File: config.mk
export PLATFORM = sky130hd
export DESIGN_NAME = affine_grid_point_generator
export DESIGN_NICKNAME = d
export VERILOG_FILES = /design/src/sv/agpg_pkg.sv /design/src/sv/agpg_divider.sv /design/src/sv/agpg_mac.sv /design/src/sv/affine_grid_point_generator.sv
export SDC_FILE = /design/constraint.sdc
export NUM_CORES = 2
export LEC_CHECK = 0
export BUFFER_PORTS_ARGS = -buffer_cell sky130_fd_sc_hd__buf_2
export CORE_AREA = 8 8 516 518
export CTS_CLUSTER_DIAMETER = 50
export DETAILED_ROUTE_END_ITERATION = 16
export DIE_AREA = 0 0 524 526
export GPL_TIMING_DRIVEN = 0
export PLACE_DENSITY = 0.58
export SETUP_SLACK_MARGIN = 0.02
export SLEW_MARGIN = 20
export SYNTH_ARGS = -nofsm -noshare
export SYNTH_HDL_FRONTEND = slang
export SYNTH_SLANG_ARGS = --single-unit
File: constraint.sdc
create_clock -name clock -period 14.05 [get_ports clock]
set_clock_uncertainty 0.2 [all_clocks]
set_input_delay 0.7025 -clock clock [delete_from_list [all_inputs] [get_ports clock]]
set_output_delay 0.7025 -clock clock [all_outputs]
set_load 0.05 [all_outputs]
File: src/sv/agpg_pkg.sv
// shared types and constants for the affine grid point generator
package agpg_pkg;

   localparam int unsigned MaxDimDefault    = 4096;
   localparam int unsigned CoefCountDefault = 12;
   localparam int unsigned CsrAddrW         = 5;

   typedef enum logic [2:0] {
      CSR_MODE_3D  = 3'd0,
      CSR_ALIGN    = 3'd1,
      CSR_WIDTH    = 3'd2,
      CSR_HEIGHT   = 3'd3,
      CSR_DEPTH    = 3'd4
   } csr_idx_type;

   typedef enum logic {
      OP_LOAD  = 1'b0,
      OP_POINT = 1'b1
   } op_type;

   typedef enum logic [2:0] {
      ST_IDLE,
      ST_NORM,
      ST_DIV,
      ST_MAC,
      ST_ROUND,
      ST_DONE
   } state_type;

   // control from sequencer to divider
   typedef struct packed {
      logic start;
   } div_ctrl_type;

endpackage

File: src/sv/agpg_divider.sv
// restoring serial divider, one quotient bit per cycle, rounds to nearest
module agpg_divider #(
   parameter int unsigned NumW = 31,
   parameter int unsigned DenW = 17
) (
   input  logic                   clock,
   input  logic                   reset,
   input  agpg_pkg::div_ctrl_type ctrl,
   input  logic                   num_neg,
   input  logic [NumW-1:0]        num_mag,
   input  logic [DenW-1:0]        den,
   output logic                   busy,
   output logic signed [NumW:0]   quot
);
   localparam int unsigned CntW = $clog2(NumW + 1);

   logic [NumW-1:0] q_ff, q_in;
   logic [DenW:0]   r_ff, r_in;
   logic [DenW-1:0] d_ff, d_in;
   logic            neg_ff, neg_in;
   logic [CntW-1:0] cnt_ff, cnt_in;
   logic            busy_ff, busy_in;
   logic [DenW:0]   trial;
   logic [NumW:0]   rounded;
   logic [DenW:0]   twice_r;

   always_comb begin
      q_in    = q_ff;
      r_in    = r_ff;
      d_in    = d_ff;
      neg_in  = neg_ff;
      cnt_in  = cnt_ff;
      busy_in = busy_ff;
      trial   = {r_ff[DenW-1:0], q_ff[NumW-1]};
      if (ctrl.start) begin
         q_in    = num_mag;
         r_in    = '0;
         d_in    = den;
         neg_in  = num_neg;
         cnt_in  = CntW'(NumW);
         busy_in = 1'b1;
      end else if (busy_ff) begin
         if (trial >= {1'b0, d_ff}) begin
            r_in = trial - {1'b0, d_ff};
            q_in = {q_ff[NumW-2:0], 1'b1};
         end else begin
            r_in = trial;
            q_in = {q_ff[NumW-2:0], 1'b0};
         end
         cnt_in = cnt_ff - 1'b1;
         if (cnt_ff == CntW'(1)) busy_in = 1'b0;
      end
   end

   always_ff @(posedge clock) begin
      q_ff   <= q_in;
      r_ff   <= r_in;
      d_ff   <= d_in;
      neg_ff <= neg_in;
      if (reset) begin
         cnt_ff  <= '0;
         busy_ff <= 1'b0;
      end else begin
         cnt_ff  <= cnt_in;
         busy_ff <= busy_in;
      end
   end

   // remainder*2 >= den rounds up, matching (mag + den/2)/den
   assign twice_r = {r_ff[DenW-1:0], 1'b0};
   assign rounded = {1'b0, q_ff} +
                    (NumW+1)'(twice_r >= {1'b0, d_ff} ? 1'b1 : 1'b0)
                    - (NumW+1)'((twice_r >= {1'b0, d_ff}) && d_ff[0] &&
                                (twice_r == {1'b0, d_ff}) ? 1'b1 : 1'b0);
   assign quot = neg_ff ? -$signed(rounded) : $signed(rounded);
   assign busy = busy_ff;

endmodule

File: src/sv/agpg_mac.sv
// shared multiply-accumulate unit, one coefficient product per cycle
module agpg_mac (
   input  logic               clock,
   input  logic               clear,
   input  logic               acc_en,
   input  logic signed [31:0] coef,
   input  logic signed [31:0] coord,
   output logic signed [65:0] acc
);
   logic signed [63:0] prod_ff, prod_in;
   logic               prod_vld_ff;
   logic signed [65:0] acc_ff, acc_in;

   assign prod_in = coef * coord;

   always_comb begin
      acc_in = acc_ff;
      if (clear) acc_in = '0;
      else if (prod_vld_ff) acc_in = acc_ff + 66'(prod_ff);
   end

   always_ff @(posedge clock) begin
      prod_ff     <= prod_in;
      prod_vld_ff <= acc_en;
      acc_ff      <= acc_in;
   end

   assign acc = acc_ff;

endmodule

File: src/sv/affine_grid_point_generator.sv
// affine grid point generator top level: csr block, sequencer, divider and mac
// operation: a load request writes the coefficient store when it is taken; a point request runs
// a setup state and a serial division for each axis (the division is skipped for an aligned axis
// of size 1), a mac pass over 3 or 4 columns and a rounding step for each row, then a done state
// throughput: one request at a time; the next is taken the cycle after the result leaves
// synchronous active-high reset clears the state, output valid, configuration registers and the coefficient store
module affine_grid_point_generator #(
   parameter int unsigned MAX_DIM    = agpg_pkg::MaxDimDefault,
   parameter int unsigned COEF_COUNT = agpg_pkg::CoefCountDefault
) (
   input  logic         clock,
   input  logic         reset,
   input  logic         req_tvalid,
   output logic         req_tready,
   // op[0], coef_index[4:1], coef_value[36:5], x[48:37], y[60:49], z[72:61]
   input  logic [79:0]  req_tdata,
   output logic         rsp_tvalid,
   input  logic         rsp_tready,
   // grid_x[31:0], grid_y[63:32], grid_z[95:64]
   output logic [95:0]  rsp_tdata,
   // saturated
   output logic         rsp_tuser,
   input  logic         csr_psel,
   input  logic         csr_penable,
   input  logic         csr_pwrite,
   input  logic [agpg_pkg::CsrAddrW-1:0] csr_paddr,
   input  logic [31:0]  csr_pwdata,
   output logic [31:0]  csr_prdata,
   output logic         csr_pready
);
   localparam int unsigned DimW = $clog2(MAX_DIM + 1);
   localparam int unsigned IdxW = $clog2(COEF_COUNT);
   localparam int unsigned NumW = DimW + 1 + 16;

   // configuration registers
   logic        mode_ff, align_ff;
   logic [12:0] w_ff, h_ff, d_ff;
   logic        csr_wr;
   assign csr_pready = 1'b1;
   assign csr_wr = csr_psel && csr_penable && csr_pwrite;

   always_ff @(posedge clock) begin
      if (reset) begin
         mode_ff  <= 1'b0;
         align_ff <= 1'b0;
         w_ff     <= 13'd1;
         h_ff     <= 13'd1;
         d_ff     <= 13'd1;
      end else if (csr_wr && csr_paddr[1:0] == 2'b00) begin
         unique case (csr_paddr[agpg_pkg::CsrAddrW-1:2])
            agpg_pkg::CSR_MODE_3D: mode_ff  <= csr_pwdata[0];
            agpg_pkg::CSR_ALIGN:   align_ff <= csr_pwdata[0];
            agpg_pkg::CSR_WIDTH:   w_ff     <= csr_pwdata[12:0];
            agpg_pkg::CSR_HEIGHT:  h_ff     <= csr_pwdata[12:0];
            agpg_pkg::CSR_DEPTH:   d_ff     <= csr_pwdata[12:0];
            default: ;
         endcase
      end
   end

   always_comb begin
      csr_prdata = '0;
      unique case (csr_paddr[agpg_pkg::CsrAddrW-1:2])
         agpg_pkg::CSR_MODE_3D: csr_prdata = {31'd0, mode_ff};
         agpg_pkg::CSR_ALIGN:   csr_prdata = {31'd0, align_ff};
         agpg_pkg::CSR_WIDTH:   csr_prdata = {19'd0, w_ff};
         agpg_pkg::CSR_HEIGHT:  csr_prdata = {19'd0, h_ff};
         agpg_pkg::CSR_DEPTH:   csr_prdata = {19'd0, d_ff};
         default:               csr_prdata = '0;
      endcase
   end

   // coefficient store, cleared on reset (COEF_COUNT entries in flops, twelve by default)
   logic [31:0] coef_ff [COEF_COUNT];

   // request fields
   logic        f_op;
   logic [3:0]  f_cidx;
   logic [31:0] f_cval;
   logic [11:0] f_idx [3];
   assign f_op     = req_tdata[0];
   assign f_cidx   = req_tdata[4:1];
   assign f_cval   = req_tdata[36:5];
   assign f_idx[0] = req_tdata[48:37];
   assign f_idx[1] = req_tdata[60:49];
   assign f_idx[2] = req_tdata[72:61];

   agpg_pkg::state_type state_ff, state_in;
   logic [11:0]        pidx_ff [3];
   logic [1:0]         axis_ff, axis_in;
   logic signed [31:0] crd_ff [4];
   logic [1:0]         row_ff, row_in;
   logic [2:0]         col_ff, col_in;
   logic [1:0]         drain_ff, drain_in;
   logic               sat_ff, sat_in;
   logic [95:0]        out_ff;
   logic               out_vld_ff, out_vld_in;
   logic               accept;

   assign req_tready = (state_ff == agpg_pkg::ST_IDLE) && !out_vld_ff;
   assign accept     = req_tvalid && req_tready;

   // effective axis size and divisor for the current axis
   logic [12:0]       raw_dim;
   logic [DimW-1:0]   dim;
   logic [DimW-1:0]   den;
   logic signed [DimW+1:0] num_i;
   logic              num_neg;
   logic [NumW-1:0]   num_mag;
   logic              one_align;

   always_comb begin
      case (axis_ff)
         2'd0:    raw_dim = w_ff;
         2'd1:    raw_dim = h_ff;
         default: raw_dim = d_ff;
      endcase
      if (raw_dim == 13'd0) dim = DimW'(1);
      else if (32'(raw_dim) > MAX_DIM) dim = DimW'(MAX_DIM);
      else dim = DimW'(raw_dim);
      den = align_ff ? dim - 1'b1 : dim;
      one_align = align_ff && (dim == DimW'(1));
      // align: 2i-(dim-1); else 2i+1-dim (the same value)
      num_i = $signed({1'b0, DimW'(pidx_ff[axis_ff]), 1'b0})
              - $signed({2'b0, dim}) + (DimW+2)'(1);
      num_neg = num_i[DimW+1];
      num_mag = {(num_neg ? (DimW+1)'(-num_i) : (DimW+1)'(num_i)), 16'd0};
   end

   agpg_pkg::div_ctrl_type div_ctrl;
   logic                   div_busy;
   logic signed [NumW:0]   div_q;

   agpg_divider #(.NumW(NumW), .DenW(DimW)) u_div (
      .clock   (clock),
      .reset   (reset),
      .ctrl    (div_ctrl),
      .num_neg (num_neg),
      .num_mag (num_mag),
      .den     ((den == '0) ? DimW'(1) : den),
      .busy    (div_busy),
      .quot    (div_q)
   );

   // mac operands
   logic [2:0]         ncols;
   logic [IdxW-1:0]    caddr;
   logic               mac_clear, mac_en;
   logic signed [65:0] acc;
   assign ncols = mode_ff ? 3'd4 : 3'd3;
   assign caddr = IdxW'(row_ff) * IdxW'(ncols) + IdxW'(col_ff);

   agpg_mac u_mac (
      .clock  (clock),
      .clear  (mac_clear),
      .acc_en (mac_en),
      .coef   ($signed(coef_ff[caddr])),
      .coord  (crd_ff[col_ff[1:0]]),
      .acc    (acc)
   );

   // round Q34.32 to Q16.16, ties away from zero, then saturate
   logic [65:0]        acc_mag;
   logic [49:0]        r_mag;
   logic signed [50:0] r_val;
   logic [31:0]        r_sat;
   logic               r_clip;
   always_comb begin
      acc_mag = acc[65] ? 66'(-acc) : acc;
      r_mag   = 50'((acc_mag + 66'd32768) >> 16);
      r_val   = acc[65] ? -$signed({1'b0, r_mag}) : $signed({1'b0, r_mag});
      r_clip  = 1'b0;
      r_sat   = r_val[31:0];
      if (r_val > 51'sd2147483647) begin
         r_sat = 32'h7fffffff; r_clip = 1'b1;
      end else if (r_val < -51'sd2147483648) begin
         r_sat = 32'h80000000; r_clip = 1'b1;
      end
   end

   // next state
   logic [1:0] n_axes, n_rows;
   assign n_axes = mode_ff ? 2'd3 : 2'd2;
   assign n_rows = mode_ff ? 2'd3 : 2'd2;

   always_comb begin
      state_in = state_ff;
      unique case (state_ff)
         agpg_pkg::ST_IDLE:
            if (accept && f_op == agpg_pkg::OP_POINT) state_in = agpg_pkg::ST_NORM;
         agpg_pkg::ST_NORM:
            if (!one_align) state_in = agpg_pkg::ST_DIV;
            else if (axis_ff == n_axes - 1'b1) state_in = agpg_pkg::ST_MAC;
         agpg_pkg::ST_DIV:
            if (!div_busy) state_in = (axis_ff == n_axes - 1'b1) ?
                                      agpg_pkg::ST_MAC : agpg_pkg::ST_NORM;
         agpg_pkg::ST_MAC:
            if (col_ff == ncols - 1'b1) state_in = agpg_pkg::ST_ROUND;
         agpg_pkg::ST_ROUND:
            if (drain_ff == 2'd1)
               state_in = (row_ff == n_rows - 1'b1) ? agpg_pkg::ST_DONE
                                                    : agpg_pkg::ST_MAC;
         agpg_pkg::ST_DONE:
            state_in = agpg_pkg::ST_IDLE;
         default: state_in = agpg_pkg::ST_IDLE;
      endcase
   end

   // outputs of the sequencer
   always_comb begin
      axis_in    = axis_ff;
      row_in     = row_ff;
      col_in     = col_ff;
      drain_in   = drain_ff;
      sat_in     = sat_ff;
      out_vld_in = out_vld_ff;
      div_ctrl.start = 1'b0;
      mac_clear  = 1'b0;
      mac_en     = 1'b0;
      if (rsp_tvalid && rsp_tready) out_vld_in = 1'b0;
      unique case (state_ff)
         agpg_pkg::ST_IDLE: begin
            axis_in = '0; row_in = '0; col_in = '0;
            // flag belongs to the waiting result until a new request comes in
            if (accept) sat_in = 1'b0;
            mac_clear = 1'b1;
         end
         agpg_pkg::ST_NORM: begin
            div_ctrl.start = !one_align;
            if (one_align) axis_in = axis_ff + 1'b1;
         end
         agpg_pkg::ST_DIV:
            if (!div_busy) axis_in = axis_ff + 1'b1;
         agpg_pkg::ST_MAC: begin
            mac_en = 1'b1;
            col_in = col_ff + 1'b1;
            drain_in = 2'd0;
         end
         agpg_pkg::ST_ROUND: begin
            drain_in = drain_ff + 1'b1;
            if (drain_ff == 2'd1) begin
               sat_in = sat_ff | r_clip;
               col_in = '0;
               row_in = row_ff + 1'b1;
               mac_clear = 1'b1;
            end
         end
         agpg_pkg::ST_DONE: out_vld_in = 1'b1;
         default: ;
      endcase
   end

   always_ff @(posedge clock) begin
      if (reset) begin
         state_ff   <= agpg_pkg::ST_IDLE;
         out_vld_ff <= 1'b0;
         for (int k = 0; k < COEF_COUNT; k++) coef_ff[k] <= '0;
      end else begin
         state_ff   <= state_in;
         out_vld_ff <= out_vld_in;
         if (accept && f_op == agpg_pkg::OP_LOAD && 32'(f_cidx) < COEF_COUNT)
            coef_ff[IdxW'(f_cidx)] <= f_cval;
      end
      axis_ff  <= axis_in;
      row_ff   <= row_in;
      col_ff   <= col_in;
      drain_ff <= drain_in;
      sat_ff   <= sat_in;
      if (accept) begin
         pidx_ff[0] <= f_idx[0];
         pidx_ff[1] <= f_idx[1];
         pidx_ff[2] <= f_idx[2];
         crd_ff[0]  <= 32'sd65536;
         crd_ff[1]  <= 32'sd65536;
         crd_ff[2]  <= 32'sd65536;
         crd_ff[3]  <= 32'sd65536;
      end
      if (state_ff == agpg_pkg::ST_NORM && one_align)
         crd_ff[axis_ff] <= -32'sd65536;
      if (state_ff == agpg_pkg::ST_DIV && !div_busy)
         crd_ff[axis_ff] <= 32'(div_q);
      if (accept) out_ff[95:64] <= '0;
      if (state_ff == agpg_pkg::ST_ROUND && drain_ff == 2'd1) begin
         case (row_ff)
            2'd0:    out_ff[31:0]  <= r_sat;
            2'd1:    out_ff[63:32] <= r_sat;
            default: out_ff[95:64] <= r_sat;
         endcase
      end
   end

   assign rsp_tvalid = out_vld_ff;
   assign rsp_tdata  = out_ff;
   assign rsp_tuser  = sat_ff;

   a_no_accept_busy: assert property (@(posedge clock) disable iff (reset)
      state_ff != agpg_pkg::ST_IDLE |-> !req_tready)
      else $error("request taken while busy");
   a_done_valid: assert property (@(posedge clock) disable iff (reset)
      state_ff == agpg_pkg::ST_DONE |=> rsp_tvalid)
      else $error("result not shown after done");
   a_hold: assert property (@(posedge clock) disable iff (reset)
      rsp_tvalid && !rsp_tready |=> rsp_tvalid && $stable(rsp_tdata) && $stable(rsp_tuser))
      else $error("result changed while stalled");

endmodule
Yosys cells after proc, flatten, opt, wreduce, memory -nomap -nowiden
Memories as Yosys holds them, arrays and structs flattened. A register that Yosys moved wholly into a read port is not among the register bits.
Cells that the tools add are included.

word-level totals
  bits in registers = 345
  latch bits = 0
  memory bits (writable) = 548
  ROM bits = 0
  input port bits = 124
  output and inout port bits = 132
  logic and storage cells = 209
  memories = 3

cells by class
  $add $sub $neg = 20
  $mul = 2
  div/mod/pow operators = 0
  order comparisons = 6
  equal/unequal tests = 25
  shifts and indexed selects = 0
  multiplexer cells = 77
  bitwise gates (word level) = 3
  reduce and logical (&&, ||, !) cells = 47

memories
  memory   words  bits a word  read ports  clocked after memory_dff  write ports  line                               source
  coef_ff  12     32           1           0                         12           affine_grid_point_generator.sv:74  logic [31:0] coef_ff [COEF_COUNT];
  crd_ff   4      32           1           1                         4            affine_grid_point_generator.sv:91  logic signed [31:0] crd_ff [4];
  pidx_ff  3      12           1           1                         3            affine_grid_point_generator.sv:89  logic [11:0] pidx_ff [3];

operators by type and width
  operator                                                          count
  2-to-1 mux 32 bit                                                 9
  2-to-1 mux 96 bit                                                 1
  adder 66 x 16 -> 66 bit (second input constant)                   1
  adder 66 x 64 -> 66 bit                                           1
  2-to-1 mux 66 bit                                                 1
  negation 66 bit                                                   1
  case mux 13 bit (5 select lines)                                  1
  multiplier 32 x 32 -> 64 bit                                      1
  OR reduction 32 bit                                               2
  2-to-1 mux 30 bit                                                 2
  2-to-1 mux 13 bit                                                 4
  greater-than comparator 51 x 32 -> 1 bit (second input constant)  1
  less-than comparator 51 x 32 -> 1 bit (second input constant)     1
  2-to-1 mux 51 bit                                                 1
  negation 50 -> 51 bit                                             1
  adder 30 x 1 -> 31 bit                                            1
  2-to-1 mux 31 bit                                                 1
  negation 31 bit                                                   1
  subtractor 31 bit                                                 1
  2-to-1 mux 1 bit                                                  29
  >= comparator 14 x 13 -> 1 bit                                    2
  2-to-1 mux 3 bit                                                  9
  zero test 13 bit                                                  2
  case mux 13 bit (2 select lines)                                  1
  47 further kinds                                                  105

Longest topological paths before layout
  depth after elaboration = 13
  depth in mapped cells = 50
  mapped depth without buffers = 45

Hierarchy
A second synthesis with hierarchy kept.

unflattened totals
  cell total of the unflattened synthesis = 8752
  area total of the unflattened synthesis = 91225.0 µm²

by module, submodules not included
  module                       times used  cells an instance  area an instance (µm²)  sequential area each (µm²)
  agpg_mac                     1           4729               43359.1                 2622.5
  affine_grid_point_generator  1           3283               41805.1                 24023.0
  agpg_divider                 1           740                6060.8                  1701.6

Least setup slack after synthesis
Ideal clock, no wire load.

  path kind = register to register
  start point = register mode_ff
  end point = register u_mac.prod_ff[49]
  setup time = 0.123 ns
  arrival time = 11.768 ns
  required time = 13.727 ns
  setup slack = 1.959 ns
  stages on the path, launching flop included = 50
  buffers on the path = 5
  cell sequence = dfxtp_1 -> clkbuf_1 -> inv_1 -> ha_1 -> inv_1 -> fa_1 -> inv_1 -> ha_1 -> inv_1 -> fa_1 -> xnor2_1 -> xor2_1 -> clkbuf_1 -> buf_1 -> nand2_1 -> nand3_1 -> o21a_1 -> clkbuf_1 -> (+14 left out) -> fa_1 -> ha_1 -> a211oi_1 -> nand2_1 -> a21oi_1 -> o21bai_1 -> a21oi_1 -> o31a_1 -> o31ai_1 -> o41ai_1 -> o31a_1 -> a311oi_1 -> a211o_1 -> a21o_1 -> a21o_1 -> a21oi_1 -> o21bai_1 -> xor2_1

on the way
  word-level cells in the longest chain between the ends = 5

RTL lines
  element                       line                                source
  from (decl)                   affine_grid_point_generator.sv:36   logic mode_ff, align_ff;
  from (signal assigned)        affine_grid_point_generator.sv:51   agpg_pkg::CSR_MODE_3D: mode_ff <= csr_pwdata[0];
  2-to-1 mux 3 bit              affine_grid_point_generator.sv:150  assign ncols = mode_ff ? 3'd4 : 3'd3;
  multiplier 2 x 3 -> 4 bit     affine_grid_point_generator.sv:151  assign caddr = IdxW'(row_ff) * IdxW'(ncols) + IdxW'(col_ff);
  adder 4 x 3 -> 4 bit          affine_grid_point_generator.sv:151
  memory read (12 x 32 bit)     n/a
  multiplier 32 x 32 -> 64 bit  agpg_mac.sv:14                      assign prod_in = coef * coord;
  via u_mac.prod_in[49]         agpg_mac.sv:10                      logic signed [63:0] prod_ff, prod_in;
  to (signal assigned)          agpg_mac.sv:23                      prod_ff <= prod_in;
  to (decl)                     agpg_mac.sv:10

The timed path passes the listed nets, and every way through them passes these cells.
A chain may end at the register's enable or synchronous reset.

Worst setup path in the final report
Same ends and word-level chain as after synthesis.

==> results.txt <==
The root buffer cell is sky130_fd_sc_hd__clkbuf_16. The final-stage net count came out at 10.76k. The per-instance average area after synthesis came out at 10.39 um2. The slew at the pin closest to its max-slew limit is 1.282 ns.

The residual DRC count came out at 0. The required time of the critical path is 14.51 ns. The die width is 524 um. Detailed routing inserted a total of 66.26k vias. The top cell type by area accounts for 25.89% of the synthesized area.

The cell type with the largest total area after synthesis is sky130_fd_sc_hd__edfxtp_1. The area growth from synthesis to layout came out at 13.42%. The setup violation total in the final timing report came out at 0.

The flip-flop and latch area is 0.02819 mm2. The run finished with clean final reports. The mean routed wirelength per cell came out at 24.21 um.

The global placement routability congestion is 0.9860. The area inside the core boundary is 0.2581 mm2. The initial antenna violation count is 22. The starting density of the core came out at 34.79%. The achievable frequency came out at 73.67 MHz. The proportion of synthesized chip area in sequential cells is 31.40%. The arrival time at the worst endpoint is 14.03 ns. The number of hold violations in the final report came out at 0.

The number of enable flip-flop cells after synthesis is 774. The top fanout value on the critical path is 10. After technology mapping, the gate count stands at 8639.

The via count of the first global-routing pass came out at 67.94k. Yosys instantiated no cell more often than sky130_fd_sc_hd__inv_1. The fill cell total of the finished layout is 25.23k. The total number of clock tree sinks is 1021.

The normalized max-slew margin came out at 14.54%. The worst register-to-register path begins at mode_ff. The wire length after detailed routing is 308500 um.

The detailed-router iteration count before antenna repair came out at 6. In this run, synthesis produced a sequential element count of 1021. In the final layout, the share of cells above drive strength 1 is 9.717%. The most critical setup path has its startpoint at mode_ff. The total routing resource utilization after global routing came out at 21.97%.

The area used by multi-input combinational logic is 0.05610 mm2. Entering global routing, the biggest net connects 37 pins. The final-report max-slew violation count is 0.

The DRC marker count from the first detailed-route iteration is 5859. The H-tree depth reported by CTS is 4. The fraction of registers with async set/reset came out at 0%.

In this run the vertical extent of the chip is 526 um. The post-layout minimum cycle time came out at 13.57 ns. The antenna violation net count after detailed routing is 0. The worst hold path begins at req_tdata[26]. The worst hold path belongs to the class input port to flop. The clock latency on the worst-skew pair is 0.84 ns.

The row count is 187. The total die area came out at 0.2756 mm2. The slowest stage of the critical path is the sky130_fd_sc_hd__fa_1 cell. Global routing consumed, on the met1 layer, 28.31% of the routing resources. In the global route stage, met2 resource usage came out at 35.71%. The clock tree from TritonCTS is yes. On the worst path, the slowest cell contributes a delay of 0.69 ns. The global-route wire length before repair came out at 451200 um.

Setup repair after global routing left no endpoint under its margin. Ranked by total cell area, the synthesized netlist is headed by sky130_fd_sc_hd__edfxtp_1, sky130_fd_sc_hd__fa_1, sky130_fd_sc_hd__dfxtp_1. In the synthesized netlist the dominant register cell turns out to be sky130_fd_sc_hd__edfxtp_1.

In this run the most used layer during global routing was met2. For this run the aggregate overflow at the end of global routing stands at 0. After routing the design area is 0.1018 mm2. During synthesis, Yosys emitted a total of 0 warnings. The distinct cell type count after synthesis came out at 110. The met3 usage in global routing came out at 4.928%. The number of top-level pins came out at 256.

STA classifies the critical path endpoint as a flop. The mapped netlist covers 0.08977 mm2. Max-cap violations in this run came to 0.

The HPWL reported at the end of detailed placement came out at 244100 um. The TritonCTS buffer count is 135. The final cycle utilization of the critical path came out at 96.61%. The vias per cell is 5.199. Counting stages on the worst path, the most repeated cell is sky130_fd_sc_hd__fa_1.

The instance area after placement came out at 0.09611 mm2. The number of buffers between clock root and the deepest sink is 3. The worst hold margin is 0.07634 ns. The clock edge transition at the registers on the reported setup and hold paths is 0.05 ns. By count the netlist is led by sky130_fd_sc_hd__inv_1, sky130_fd_sc_hd__fa_1, sky130_fd_sc_hd__nand2_1. STA classifies the critical path startpoint as a flop.

The path type of the worst setup path is flop to flop. The port buffer count came out at 208.
[routing by layer]
| metal | vias to the layer above | wire length, um |
|---|---|---|
| met5 | - | 94 |
| met2 | 2747 | 140700 |
| met1 | 33487 | 126400 |
| li1 | 29402 | - |
| met3 | 613 | 26180 |
| met4 | 14 | 15210 |
[final cells by class]
type | count | area share, %
clock buffers | 159 | 3.447
flip-flops and latches | 1021 | 27.68
repair buffers | 310 | 2.157
multi-input cells | 6135 | 55.10
well taps | 3402 | 4.180
clock inverters | 82 | 1.146
inverters | 1141 | 4.206
plain buffers | 476 | 2.036
diodes | 20 | 0.04915
[worst max-delay path: cells and delay by family, from the launching register on]
kind,cells,cell delay [ns]
AND/OR/NAND/NOR,3,0.62
buffers and inverters,12,2.57
multiplexers,2,1.04
XOR/XNOR,1,0.14
flip-flops,1,0.33
AO/OA/AOI/OAI,11,2.62
adder cells (fa/ha/maj),12,5.89
[repair_timing]
| item | 4_1_cts | 5_1_grt |
|---|---|---|
| endpoints found under the hold margin | 229 | 0 |
| gates cloned | 0 | 0 |
| hold buffers | 80 | 0 |
| buffers inserted | 2 | 0 |
| endpoints found under the setup margin | 32 | 16 |
| gates resized for setup | 59 | 38 |
| pin swaps | 1 | 0 |
[cell families (layout without fill, tap and decap cells)]
logic type | after synthesis | after routing | share of synthesized area, %
multiplexers | 294 | 294 | 5.613
XOR/XNOR | 361 | 361 | 3.530
flip-flops | 1021 | 1021 | 31.40
adder cells (fa/ha/maj) | 1415 | 1415 | 28.83
AND/OR/NAND/NOR | 2904 | 2904 | 16.12
buffers and inverters | 1630 | 2168 | 7.015
AO/OA/AOI/OAI | 1012 | 1012 | 7.489
other | 2 | 169 | 0.008365
[stage by stage]
stage               setup TNS (ns)  instances  util (%)  worst slack (ns)
floorplan                        0       8786         -             1.959
global placement            -61.96      12396     37.05            -2.561
global route                     0      12732     39.44           0.01028
finish                           0      12746     39.46            0.4767
detailed placement          -30.96      12416     37.24            -1.692
CTS                              0      12727     39.41           0.04590
[layout by cell type (no fill, tap or decap), drive strengths merged, types with 15 or more instances in the layout]
| cell | synthesis | routed |
|---|---|---|
| a211oi | 55 | 55 |
| a21o | 94 | 94 |
| a21oi | 285 | 285 |
| a22o | 35 | 35 |
| a31oi | 46 | 46 |
| and2 | 749 | 749 |
| and3 | 47 | 47 |
| buf | 85 | 314 |
| clkbuf | 404 | 548 |
| clkinv | 3 | 48 |
| conb | 2 | 149 |
| dfxtp | 247 | 247 |
| diode | 0 | 20 |
| dlygate4sd3 | 0 | 80 |
| edfxtp | 774 | 774 |
| fa | 1089 | 1089 |
| ha | 326 | 326 |
| inv | 1138 | 1153 |
| mux2 | 15 | 15 |
| mux2i | 113 | 113 |
| mux4 | 166 | 166 |
| nand2 | 874 | 874 |
| nand2b | 63 | 63 |
| nand3 | 109 | 109 |
| nand4 | 60 | 60 |
| nor2 | 695 | 695 |
| nor2b | 39 | 39 |
| nor3 | 91 | 91 |
| nor4 | 41 | 41 |
| o21a | 57 | 57 |
| o21ai | 214 | 214 |
| o21bai | 32 | 32 |
| o31ai | 28 | 28 |
| o41ai | 19 | 19 |
| or2 | 31 | 31 |
| or3 | 37 | 37 |
| xnor2 | 238 | 238 |
| xor2 | 123 | 123 |
[flip-flops by register name, indices dropped and copies added, names as in the netlist, 2 cells and up, named ones only]
name           cells
state_ff           3
u_mac.prod_ff     64
u_div.r_ff        13
crd_ff           124
h_ff              13
w_ff              13
rsp_tdata         96
pidx_ff           36
u_div.cnt_ff       5
u_mac.acc         66
axis_ff            2
u_div.q_ff        30
col_ff             3
coef_ff          512
u_div.d_ff        13
row_ff             2
drain_ff           2
d_ff              13
[path summary, 6_finish.rpt]
check | to | slack, ns | cells past startpoint
setup / recovery | u_mac.prod_ff[49] | 0.48 | 41
hold reg to reg | rsp_tdata[95] | 0.26 | 2
setup reg to reg | u_mac.prod_ff[49] | 0.48 | 41
hold / removal | coef_ff[14][21] | 0.08 | 1
Power is not shown: default switching activity piles up to over one toggle a cycle in this logic, so the estimate is an artifact.
